`config.mk`:
```
export PLATFORM = sky130hd
export DESIGN_NAME = pose_frame_deframer
export DESIGN_NICKNAME = d
export VERILOG_FILES = /design/src/rtl/pfd_pkg.sv /design/src/rtl/pfd_in_reg.sv /design/src/rtl/pfd_parser.sv /design/src/rtl/pose_frame_deframer.sv
export SDC_FILE = /design/constraint.sdc
export NUM_CORES = 1
export LEC_CHECK = 0
export ABC_CLOCK_PERIOD_IN_PS = 8800
export CORE_UTILIZATION = 25
export CTS_BUF_LIST = sky130_fd_sc_hd__clkbuf_2
export DETAILED_ROUTE_END_ITERATION = 10
export DONT_BUFFER_PORTS = 1
export GPL_TIMING_DRIVEN = 0
export SKIP_LAST_GASP = 1
export SYNTH_ARGS = -nofsm -noshare
export SYNTH_HDL_FRONTEND = slang
export SYNTH_HIERARCHICAL = 1
export SYNTH_SLANG_ARGS = --single-unit
```
`constraint.sdc`:
```
create_clock -name clk -period 8.8 [get_ports clk]
set_clock_uncertainty 0.15 [all_clocks]
set_input_delay 0.88 -clock clk [delete_from_list [all_inputs] [get_ports clk]]
set_output_delay 0.88 -clock clk [all_outputs]
set_load 0.005 [all_outputs]
```
`src/rtl/pfd_pkg.sv`:
```
// Shared types and constants for the pose frame deframer.
// No dependencies; imported by every module of the block.
`default_nettype none

package pfd_pkg;

  localparam int unsigned BYTE_W   = 8;
  localparam int unsigned WORD_W   = 32;
  localparam int unsigned PAY_LEN  = 12;
  localparam int unsigned IDX_W    = 4;

  localparam logic [BYTE_W-1:0] HDR_FIRST  = 8'h0D;
  localparam logic [BYTE_W-1:0] HDR_SECOND = 8'h0A;
  localparam logic [BYTE_W-1:0] TRL_FIRST  = 8'h0A;
  localparam logic [BYTE_W-1:0] TRL_SECOND = 8'h0D;

  localparam logic [IDX_W-1:0]  IDX_LAST   = IDX_W'(PAY_LEN);

  typedef struct packed {
    logic              vld;
    logic [BYTE_W-1:0] data;
  } pfd_byte_t;

endpackage

`default_nettype wire

```
`src/rtl/pfd_in_reg.sv`:
```
// Input register for received bytes: holds one byte until the parser takes it.
// Depends on pfd_pkg for the byte bundle type.
`default_nettype none

module pfd_in_reg
  import pfd_pkg::*;
(
  input  wire logic              clk,
  input  wire logic              rst_n,
  input  wire logic              in_valid,
  output logic                   in_ready,
  input  wire logic [BYTE_W-1:0] in_rx_byte,
  output pfd_byte_t              byte_o,
  input  wire logic              take_i
);

  logic              vld_r, vld_nxt;
  logic [BYTE_W-1:0] data_r;
  logic              load;

  assign in_ready = !vld_r || take_i;
  assign load     = in_valid && in_ready;

  always_comb begin
    vld_nxt = vld_r;
    if (load) begin
      vld_nxt = 1'b1;
    end else if (take_i) begin
      vld_nxt = 1'b0;
    end
  end

  always_ff @(posedge clk) begin
    if (!rst_n) begin
      vld_r <= 1'b0;
    end else begin
      vld_r <= vld_nxt;
    end
  end

  always_ff @(posedge clk) begin
    if (load) begin
      data_r <= in_rx_byte;
    end
  end

  assign byte_o = '{vld: vld_r, data: data_r};

endmodule

`default_nettype wire

```
`src/rtl/pfd_parser.sv`:
```
// Frame parser: header/trailer state machine, payload store and result register.
// Depends on pfd_pkg for constants and the byte bundle type.
`default_nettype none

module pfd_parser
  import pfd_pkg::*;
(
  input  wire logic              clk,
  input  wire logic              rst_n,
  input  pfd_byte_t              byte_i,
  output logic                   take_o,
  output logic                   out_valid,
  input  wire logic              out_ready,
  output logic [WORD_W-1:0]      out_angle_word,
  output logic [WORD_W-1:0]      out_x_word,
  output logic [WORD_W-1:0]      out_y_word
);

  localparam logic [2:0] PH_HUNT = 3'd0;
  localparam logic [2:0] PH_HDR2 = 3'd1;
  localparam logic [2:0] PH_DATA = 3'd2;
  localparam logic [2:0] PH_TRL1 = 3'd3;
  localparam logic [2:0] PH_TRL2 = 3'd4;

  logic [2:0]        phase_r, phase_nxt;
  logic [IDX_W-1:0]  idx_r, idx_nxt;
  logic [IDX_W-1:0]  idx_inc;
  logic              out_valid_r, out_valid_nxt;
  logic [WORD_W-1:0] angle_r, x_r, y_r;
  logic [BYTE_W-1:0] store_r [PAY_LEN];
  logic              last_byte;
  logic              emit;
  logic              wr_en;

  assign last_byte = byte_i.vld && (phase_r == PH_TRL2) && (byte_i.data == TRL_SECOND);
  assign take_o    = byte_i.vld && !(last_byte && out_valid_r && !out_ready);
  assign wr_en     = take_o && (phase_r == PH_DATA) && (idx_r < IDX_LAST);
  assign emit      = take_o && last_byte;

  always_comb begin
    phase_nxt = phase_r;
    idx_nxt   = idx_r;
    idx_inc   = idx_r;
    if (take_o) begin
      case (phase_r)
        PH_HUNT: begin
          phase_nxt = (byte_i.data == HDR_FIRST) ? PH_HDR2 : PH_HUNT;
        end
        PH_HDR2: begin
          if (byte_i.data == HDR_SECOND) begin
            idx_nxt   = '0;
            phase_nxt = PH_DATA;
          end else if (byte_i.data != HDR_FIRST) begin
            phase_nxt = PH_HUNT;
          end
        end
        PH_DATA: begin
          if (idx_r < IDX_LAST) begin
            idx_inc = idx_r + IDX_W'(1);
          end
          idx_nxt = idx_inc;
          if (idx_inc >= IDX_LAST) begin
            idx_nxt   = '0;
            phase_nxt = PH_TRL1;
          end
        end
        PH_TRL1: begin
          phase_nxt = (byte_i.data == TRL_FIRST) ? PH_TRL2 : PH_HUNT;
        end
        PH_TRL2: begin
          phase_nxt = PH_HUNT;
        end
        default: begin
          phase_nxt = PH_HUNT;
        end
      endcase
    end
  end

  always_comb begin
    out_valid_nxt = out_valid_r;
    if (emit) begin
      out_valid_nxt = 1'b1;
    end else if (out_ready) begin
      out_valid_nxt = 1'b0;
    end
  end

  always_ff @(posedge clk) begin
    if (!rst_n) begin
      phase_r     <= PH_HUNT;
      idx_r       <= '0;
      out_valid_r <= 1'b0;
    end else begin
      phase_r     <= phase_nxt;
      idx_r       <= idx_nxt;
      out_valid_r <= out_valid_nxt;
    end
  end

  always_ff @(posedge clk) begin
    if (wr_en) begin
      store_r[idx_r] <= byte_i.data;
    end
  end

  always_ff @(posedge clk) begin
    if (emit) begin
      angle_r <= {store_r[3], store_r[2], store_r[1], store_r[0]};
      x_r     <= {store_r[7], store_r[6], store_r[5], store_r[4]};
      y_r     <= {store_r[11], store_r[10], store_r[9], store_r[8]};
    end
  end

  assign out_valid      = out_valid_r;
  assign out_angle_word = angle_r;
  assign out_x_word     = x_r;
  assign out_y_word     = y_r;

  a_emit_after_trl2: assert property (@(posedge clk) disable iff (!rst_n)
    emit |-> (phase_r == PH_TRL2) && (byte_i.data == TRL_SECOND))
    else $error("result without complete trailer");

  a_idx_bound: assert property (@(posedge clk) disable iff (!rst_n)
    idx_r < IDX_LAST)
    else $error("payload index out of range");

  a_trl1_exit: assert property (@(posedge clk) disable iff (!rst_n)
    (take_o && phase_r == PH_TRL1) |=> (phase_r == PH_TRL2) || (phase_r == PH_HUNT))
    else $error("bad exit from first trailer byte");

  a_data_to_trl: assert property (@(posedge clk) disable iff (!rst_n)
    (take_o && phase_r == PH_DATA && phase_nxt == PH_TRL1)
      |-> (idx_r == IDX_LAST - IDX_W'(1)))
    else $error("payload ended early");

  a_hold_stalled: assert property (@(posedge clk) disable iff (!rst_n)
    (last_byte && out_valid_r && !out_ready) |=> $stable(phase_r) && $stable(idx_r))
    else $error("parser advanced while result stalled");

endmodule

`default_nettype wire

```
`src/rtl/pose_frame_deframer.sv`:
```
// Pose frame deframer: takes one received byte per word on the in_ channel and
// finds frames 0D 0A, 12 payload bytes, 0A 0D (extra 0D after the first header
// byte allowed). A complete frame yields one out_ word: angle, x and y, each
// four payload bytes little-endian. One byte is taken every cycle unless intake
// is stalled; a result appears on out_ after its last trailer byte has passed
// the input register and the parser has then loaded the result register.
// Intake stalls only when a completing byte meets a result register still
// waiting on out_ready.
// Depends on pfd_pkg, pfd_in_reg and pfd_parser.
`default_nettype none

module pose_frame_deframer
  import pfd_pkg::*;
(
  input  wire logic              clk,
  input  wire logic              rst_n,
  input  wire logic              in_valid,
  output logic                   in_ready,
  input  wire logic [BYTE_W-1:0] in_rx_byte,
  output logic                   out_valid,
  input  wire logic              out_ready,
  output logic [WORD_W-1:0]      out_angle_word,
  output logic [WORD_W-1:0]      out_x_word,
  output logic [WORD_W-1:0]      out_y_word
);

  pfd_byte_t byte_s;
  logic      take_s;

  pfd_in_reg u_in_reg (
    .clk        (clk),
    .rst_n      (rst_n),
    .in_valid   (in_valid),
    .in_ready   (in_ready),
    .in_rx_byte (in_rx_byte),
    .byte_o     (byte_s),
    .take_i     (take_s)
  );

  pfd_parser u_parser (
    .clk            (clk),
    .rst_n          (rst_n),
    .byte_i         (byte_s),
    .take_o         (take_s),
    .out_valid      (out_valid),
    .out_ready      (out_ready),
    .out_angle_word (out_angle_word),
    .out_x_word     (out_x_word),
    .out_y_word     (out_y_word)
  );

endmodule

`default_nettype wire
```
* Word-level counts from Yosys, hierarchy flattened
Memories as Yosys holds them, arrays and structs flattened. A register that Yosys moved wholly into a read port is not among the register bits.
Index checks and enable logic that the tools add are counted.
** Word-level totals
- Bits of input ports :: 12
- Flip-flop bits (word level) :: 17
- Logic and storage cells :: 56
- Bits in writable memories :: 96
- Memories :: 1
- Output and inout bits :: 98
** Operators by class
- Mux-type cells :: 18
- Eq/ne operators :: 10
- Reductions and logical operators :: 19
- Add/subtract/negate cells :: 1
- $lt $le $gt $ge :: 2
** Memory list
- u_parser.store_r :: words 12, width 8, read ports 12, clocked after Yosys merged registers in 12, wr ports 1, line pfd_parser.sv:30 : logic [BYTE_W-1:0] store_r [PAY_LEN];
** Operator list (number)
- $mux W4 :: 5
- $eq A8 B4 Y1 const B :: 2
- $mux W3 :: 4
- $pmux W3 S4 :: 1
- $logic_and A1 B1 Y1 :: 9
- $ne A8 B4 Y1 const B :: 1
- $pmux W4 S2 :: 1
- $mux W1 :: 7
- $eq A3 B2 Y1 const B :: 2
- $reduce_and A3 Y1 :: 2
- $reduce_bool A2 Y1 :: 3
- $add A4 B1 Y4 const B :: 1
- $ge A4 B4 Y1 const B :: 1
- $lt A4 B4 Y1 const B :: 1
- $eq A3 B1 Y1 const B :: 1
- $eq A3 B3 Y1 const B :: 1
- $logic_not A1 Y1 :: 3
- $logic_not A3 Y1 :: 1
- $ne A3 B1 Y1 const B :: 1
- $ne A2 B1 Y1 const B :: 1
- $ne A2 B2 Y1 const B :: 1
- $logic_or A1 B1 Y1 :: 1

* Depth between registers and ports, before layout
Gate-level depths: netlist (run 1).
- Word-level depth :: 11
- Mapped depth :: 5
- Depth with buffers taken out :: 5

* By module
Netlist (run 1), hierarchy kept.
** By module, submodules not included
- pfd_parser :: cells an instance 276, area each 6472.5 µm², instances 1, seq. area each 5925.7 µm²
- pfd_in_reg :: cells an instance 14, area each 305.3 µm², instances 1, seq. area each 260.2 µm²

* Least setup slack after synthesis (run 1)
Ideal clock, no wire load.
- Path type :: register to register
- Start point :: register u_in_reg.data_r[1]
- End point :: register u_parser.angle_r[0], in the netlist u_parser/out_angle_word[0] (read register of u_parser.store_r), enable pin
- Setup time :: 582 ps
- Period minus slack after synthesis :: 6767 ps
- Arrival time :: 6034 ps
- Buffers on the path :: 0
- Data required time :: 8068 ps
- Setup slack :: 2033 ps
- Stages on the path, launching flop included :: 5
- Cell sequence :: edfxtp_1 -> or4b_4 -> nor2_1 -> nand3_1 -> a21oi_1
** Between the ends
- Longest elaborated chain between the ends :: 7
** Ends and longest elaborated chain
- start: declaration :: line pfd_in_reg.sv:18 : logic [BYTE_W-1:0] data_r;
- start signal: assignment :: line pfd_in_reg.sv:43 : data_r <= in_rx_byte;
- $eq A8 B4 Y1 * :: line pfd_parser.sv:35 : assign last_byte = byte_i.vld && (phase_r == PH_TRL2) && (byte_i.data == TRL_SECOND);
- $logic_and A1 B1 Y1 * :: line pfd_parser.sv:35
- $logic_and A1 B1 Y1 (2 in series) :: line pfd_parser.sv:36 : assign take_o = byte_i.vld && !(last_byte && out_valid_r && !out_ready);
- $logic_not A1 Y1 :: line pfd_parser.sv:36
- $logic_and A1 B1 Y1 :: line pfd_parser.sv:36
- $logic_and A1 B1 Y1 * :: line pfd_parser.sv:38 : assign emit = take_o && last_byte;
- named net u_parser.emit :: line pfd_parser.sv:32 : logic emit;
- end: declaration :: line pfd_parser.sv:29 : logic [WORD_W-1:0] angle_r, x_r, y_r;
Mark *: on every way through the listed nets, which the timed path passes. The rest lies on a longest branch.
A chain may end at the register's enable or synchronous reset.

* Worst setup path after layout (run 1)
- Start point :: register u_in_reg.data_r[1]
- End point :: output in_ready
** Between the ends
- Longest elaborated chain between the ends :: 7
** Ends and longest elaborated chain
- $eq A8 B4 Y1 :: line pfd_parser.sv:35
- $logic_and A1 B1 Y1 :: line pfd_parser.sv:35
- $logic_and A1 B1 Y1 (2 in series) :: line pfd_parser.sv:36
- $logic_not A1 Y1 :: line pfd_parser.sv:36
- $logic_and A1 B1 Y1 :: line pfd_parser.sv:36
- named net take_s :: line pose_frame_deframer.sv:28 : logic take_s;
- $logic_or A1 B1 Y1 :: line pfd_in_reg.sv:21 : assign in_ready = !vld_r || take_i;
- end: declaration :: line pose_frame_deframer.sv:18 : output logic in_ready,
The timed path passes the listed nets, and every way through them passes these cells.

==> results_dict.tcl, run 1 <==
set metrics [dict create \
    outcome "complete, no violations" \
    switching_share_pct 21.9 \
    cp.arrival_ps 2880 \
    p_leak_nw 2.55 \
    worst-slew-pin-transition_ps 983 \
    synth_flop_cell "edfxtp_1" \
    die_h_um 167 \
    cp-end-kind "primary output" \
    relSlewSlack_pct 34.5 \
    grt_use_total_pct 9.57 \
    critPathRequiredTime_ps 7770 \
    cts_tree "yes" \
    ys_seq_elements 209 \
    dieArea_um2 27800 \
    netlist_area_um2 6780 \
    grt-ovfl-total 0 \
    syn_area_per_cell_um2 23.4 \
    cts.sinks 209 \
    first_global_vias 3101 \
    path_clk_slew_ps 100 \
    clockBufferDepth 3 \
    root_buffer "clkbuf_2" \
    syn_nets 306 \
    drive_gt1_share_pct 25.5 \
    synthCells 290 \
    cp_max_fo 15 \
    regToRegSetupSlack_ps 5680 \
    rsz0062_at_grt "false" \
    max_freq_ghz 0.256 \
    min_period_ps 3910 \
    cts_resized 0 \
    vias 2918 \
    yosys_warnings 6 \
    synthArstFlopShare_pct 0 \
    hp-class "in -> reg" \
    finalCritPeriodShare_pct 44.4 \
    powerDensity_nw_per_um2 223 \
    synth.most_common_cell "edfxtp_1" \
    crit_type "reg -> out" \
    area_growth_pct 16.7 \
    finalNetCount 373 \
    whs_ps 133 \
    power_frac_seq_pct 62.3 \
    finalSetupViolCount 0 \
    p_int_mw 1.38 \
    yosys.cell_types.count 41 \
    switchingPower_mw 0.386 \
    post-route-util_pct 30.0 \
    wl_mm 13.0 \
    postRouteAntennaNets 0 \
    grt_max_degree 28 \
    power.ir.vdd_worst_mv 0.0926 \
    synth_edf_count 200 \
    dp_hpwl_mm 7.93 \
    netlist_top_cells_count "edfxtp_1 (200), and2_1 (9), dfxtp_1 (9)" \
    drtIter0Drc 169 \
    ioPinCount 110 \
    initial_utilization_pct 25.7 \
    dr.pass1.iters 4 \
    place.gp.congestion 0.714 \
    grt_pass1_wl_mm 18.9 \
    seq_area_frac_synth_pct 91.3 \
    hold_violations 0 \
    p_comb_share_pct 0.6 \
    fp.dieW_um 167 \
    drc_errors 0 \
    max-cap-violations 0 \
    insertedDiodeCount 0 \
    port_buffers 0 \
    cts_made_buffers 52 \
    post_drt_wl_per_cell_um 17.8 \
    cts_max_level 2 \
    placementRows 59 \
    antenna_found_initial 1 \
    netlist.area_leader.share_pct 88.6 \
    core_area_um2 26400 \
    synth_area_leaders "edfxtp_1 (89%), dfxtp_1 (2.7%), and2_1 (0.83%), ha_1 (0.74%), nand4bb_1 (0.50%)" \
    avgViaCountPerCell 3.99 \
    clkPwrFrac_pct 37.1 \
    startpoint_type "flip-flop" \
    clk_latency_ps 750 \
    report.final.slew_viol_count 0 \
    yosysTopAreaCell "edfxtp_1" \
]
## timing repair
item	4_1_cts	5_1_grt
setup buffers	0	0
hold endpoints to repair	9	0
hold buffers	9	0
## cells by family after synthesis
family / share of synthesized area, %
flip-flops: 91.3
buffers and inverters: 0.683
multiplexers: 0.295
adder cells (fa/ha/maj): 0.738
AND/OR/NAND/NOR: 4.23
AO/OA/AOI/OAI: 2.79
## state kept, by name (all words and copies together) (netlist names)
register / count
u_in_reg/data_r: 8
u_in_reg/vld_r: 1
u_parser/idx_r: 4
u_parser/out_angle_word: 32
u_parser/out_valid: 1
u_parser/out_x_word: 32
u_parser/out_y_word: 32
u_parser/phase_r: 3
u_parser/store_r: 96
## cell usage in the layout, fill, tap and decap left out, drive strengths merged, types with 2 or more instances in the layout
cell / Yosys / layout
edfxtp: 200 / 200
clkbuf: 2 / 76
clkinv: 0 / 16
and2: 10 / 10
dlygate4sd3: 0 / 9
dfxtp: 9 / 9
inv: 7 / 7
a21oi: 6 / 6
buf: 2 / 6
nor2: 5 / 5
and3: 5 / 5
nand2: 5 / 5
ha: 4 / 4
nand4bb: 3 / 3
nand4: 3 / 3
nand2b: 3 / 3
o21ai: 3 / 3
bufinv: 0 / 2
nor3: 2 / 2
o211ai: 2 / 2
mux2i: 2 / 2
and3b: 2 / 2
## power groups by stage
stage / combinational (mW) / sequential [mW] / clock (mW)
5_1_grt: 0.0118 / 1.10 / 0.736
4_1_cts: 0.0107 / 1.10 / 0.691
6_report: 0.0109 / 1.10 / 0.654
2_1_floorplan: 0.00635 / 1.11 / 0
3_5_place_dp: 0.00767 / 1.12 / 0
3_3_place_gp: 0.00716 / 1.12 / 0
## layer usage
layer  vias to the layer above  track usage (%)  wire [µm]
met2                       139             15.8       6400
met4                         0             6.32        576
li1                       1326                -          -
met3                        39             3.02        905
met5                         -                0          0
met1                      1414             10.7       5160
## worst max-delay path, cell delays in order, from the launching register on
cell and delay (ps):
edfxtp_1 810, or4b_4 710, nor2_1 240, a41oi_1 180, nand2b_4 200
## per-stage QoR
step,total power [mW],setup WS [ps],TNS [ps],area [µm²],instances
2_1_floorplan,1.12,2030,0,6780,290
3_3_place_gp,1.13,-54.2,-4570,7200,625
3_5_place_dp,1.13,5670,0,7310,629
4_1_cts,1.80,4770,0,7910,731
5_1_grt,1.85,4670,0,7910,731
6_report,1.76,4890,0,7910,731
## worst paths after layout
check,to,cells after the start,start
worst min-delay path,u_in_reg/vld_r,1,rst_n
worst max-delay path,in_ready,4,u_in_reg/data_r[1]
worst min register to register,u_parser/out_x_word[23],0,u_parser/store_r[6][7]
worst max register to register,u_parser/out_y_word[14],6,u_in_reg/data_r[1]
## layout make-up
cell class                 instances  area, µm²
tap                              335        419
inverter                           7       26.3
fill                            2538      18400
clock buffer                      74        370
multi-input combinational         70        557
clock inverter                    19        139
timing repair buffer              13        193
sequential                       209       6190
buffer                             4       20.0
Note: power is estimated with default switching activity, not from simulation.
==> run 2: changes to the inputs <==
ABC_AREA = 1   (was unset)
ABC_CLOCK_PERIOD_IN_PS = 3700   (was 8800)
clock period = 3.7 ns   (was 8.8 ns; I/O delays follow)
==> results_dict.tcl, run 2 <==
set metrics [dict create \
    outcome "complete, no violations" \
    place.gp.congestion 0.739 \
    yosys_warnings 6 \
    cp-end-kind "flip-flop" \
    netlist_top_cells_count "edfxtp_1 (200), nand2_1 (36), inv_1 (27)" \
    min_period_ps 3310 \
    max_freq_ghz 0.303 \
    dieArea_um2 27900 \
    yosysTopAreaCell "edfxtp_1" \
    max-cap-violations 0 \
    root_buffer "clkbuf_2" \
    relSlewSlack_pct 8.21 \
    clockBufferDepth 3 \
    cts_tree "yes" \
    first_global_vias 3180 \
    wl_mm 13.0 \
    tns_ps 0 \
    dp_hpwl_mm 7.97 \
    postRouteAntennaNets 0 \
    critPathMaxStageDelay_ps 1030 \
    setup_ws_ps 395 \
    synth_flop_cell "edfxtp_1" \
    rsz0062_at_grt "false" \
    synth_edf_count 200 \
    final_cell_mix "edfxtp_1 (200), clkbuf_2 (69), nand2_1 (36)" \
    syn_area_per_cell_um2 20.2 \
    regMostFlops "u_parser/store_r" \
    cts_made_buffers 49 \
    syn_nets 354 \
    vias 3107 \
    grt_max_degree 42 \
    finalCritPeriodShare_pct 89.3 \
    grt-ovfl-total 0 \
    placed_cells 682 \
    port_buffers 0 \
    yosys.cell_types.count 21 \
    finalNetCount 420 \
    cp.arrival_ps 3450 \
    cpMaxStageDelayCell "nor3_1" \
    grt_use_total_pct 9.34 \
    cts_max_level 2 \
    cts_setup_buffers 0 \
    nFillCells 2643 \
    initial_utilization_pct 25.3 \
    synthCells 338 \
    placementRows 60 \
    cts.sinks 209 \
    crit_chain "nor2_1, nand2_1, nor2_4, nand3_4, nand2_2, inv_2, nand2_4, buf_8, nor3_1" \
    drtIter0Drc 225 \
    drc_errors 0 \
    instances_no_fill 779 \
    hold_violations 0 \
    post_drt_wl_per_cell_um 16.7 \
    area_growth_pct 15.1 \
    dr.pass1.iters 4 \
    regToRegSetupSlack_ps 390 \
    seq_area_frac_synth_pct 90.8 \
    startpoint_type "flip-flop" \
    avgViaCountPerCell 3.99 \
    critPathRequiredTime_ps 3850 \
    ioPinCount 110 \
    antenna_found_initial 1 \
    largest_reg_flops 96 \
    crit_type "reg -> reg" \
    p_total_mw 4.00 \
    power.ir.vdd_worst_mv 0.126 \
    path_clk_slew_ps 90 \
    cp_max_fo 13 \
    die_h_um 167 \
    fp.dieW_um 167 \
    finalSetupViolCount 0 \
    dp_slack_ps 314 \
    synth.most_common_cell "edfxtp_1" \
    report.final.slew_viol_count 0 \
    grt_pass1_wl_mm 19.0 \
    core_area_um2 26900 \
    critical_path_buf_inv_count 2 \
    netlist.area_leader.share_pct 88.2 \
    worst-slew-pin-transition_ps 1370 \
    p_leak_nw 2.59 \
    netlist_area_um2 6810 \
    hp-class "in -> reg" \
    ys_seq_elements 209 \
    synthArstFlopShare_pct 0 \
    clk_latency_ps 730 \
    synth_area_leaders "edfxtp_1 (88%), dfxtp_1 (2.6%), nand2_1 (2.0%), inv_1 (1.5%), nor3_1 (1.0%)" \
    worst_path_dominant_cell_family "simple AND/OR/NAND/NOR gates" \
    final_common_cell "edfxtp_1" \
    powerDensity_nw_per_um2 510 \
    drive_gt1_share_pct 21.7 \
]
## run 2: path summary, 6_finish.rpt
kind,cells after the start,from,end
worst min register to register,0,u_parser/store_r[1][3],u_parser/out_angle_word[11]
worst max register to register,9,u_in_reg/data_r[7],u_parser/store_r[1][6]
worst max-delay path,9,u_in_reg/data_r[7],u_parser/store_r[1][6]
worst min-delay path,1,in_rx_byte[4],u_in_reg/data_r[4]
## run 2: cell type report
cell class,instances,area [µm²],share of cell area (%)
repair buffers,15,168,2.14
multi-input cells,97,513,6.54
plain buffers,2,22.5,0.287
clock inverters,15,62.6,0.798
inverters,30,113,1.44
well taps,341,427,5.44
diodes,1,2.50,0.0319
clock buffers,69,345,4.41
flip-flops and latches,209,6190,78.9
## run 2: repair_timing
action | in CTS | in global routing
resized for setup | 0 | 0
endpoints found under the hold margin | 25 | 0
endpoints found under the setup margin | 0 | 0
hold buffers | 12 | 0
## run 2: per-stage QoR
stage               util, %  hold WS, ps  cell area [µm²]
floorplan                 -          250             6820
global placement       27.0          255             7250
detailed placement     27.2          255             7300
CTS                    29.1         10.4             7830
global route           29.2         28.3             7840
finish                 29.2          141             7840
## run 2: cell families (layout without fill, tap and decap cells)
logic type | after synthesis | after routing | share of synthesized area, %
and+or+nand+nor | 82 | 82 | 5.55
xor gates and xnor gates | 1 | 1 | 0.129
adders and majority gates | 4 | 4 | 0.735
other | 0 | 1 | 0
AOI/OAI and AO/OA | 10 | 10 | 0.790
DFF | 209 | 209 | 90.8
buffers and inverters | 32 | 131 | 1.98
## run 2: metal layers
layer | vias to the layer above | share of wire, % | global-route usage, %
met5 | - | 0 | 0
li1 | 1412 | - | -
met2 | 171 | 49 | 15.7
met4 | 0 | 3.3 | 4.91
met1 | 1477 | 39 | 10.4
met3 | 47 | 7.8 | 3.33
## run 2: worst register-to-register path: stages (launching register included)
cell,delay [ps]
edfxtp_1,880
nor2_1,110
nand2_1,160
nor2_4,80
nand3_4,90
nand2_2,90
inv_2,100
nand2_4,70
buf_8,140
nor3_1,1030
## run 2: power by group
group	leakage, nW	internal [mW]	switching [mW]
clock network	0.322	0.501	0.821
logic	0.391	0.0212	0.0330
registers	1.88	2.58	0.0385
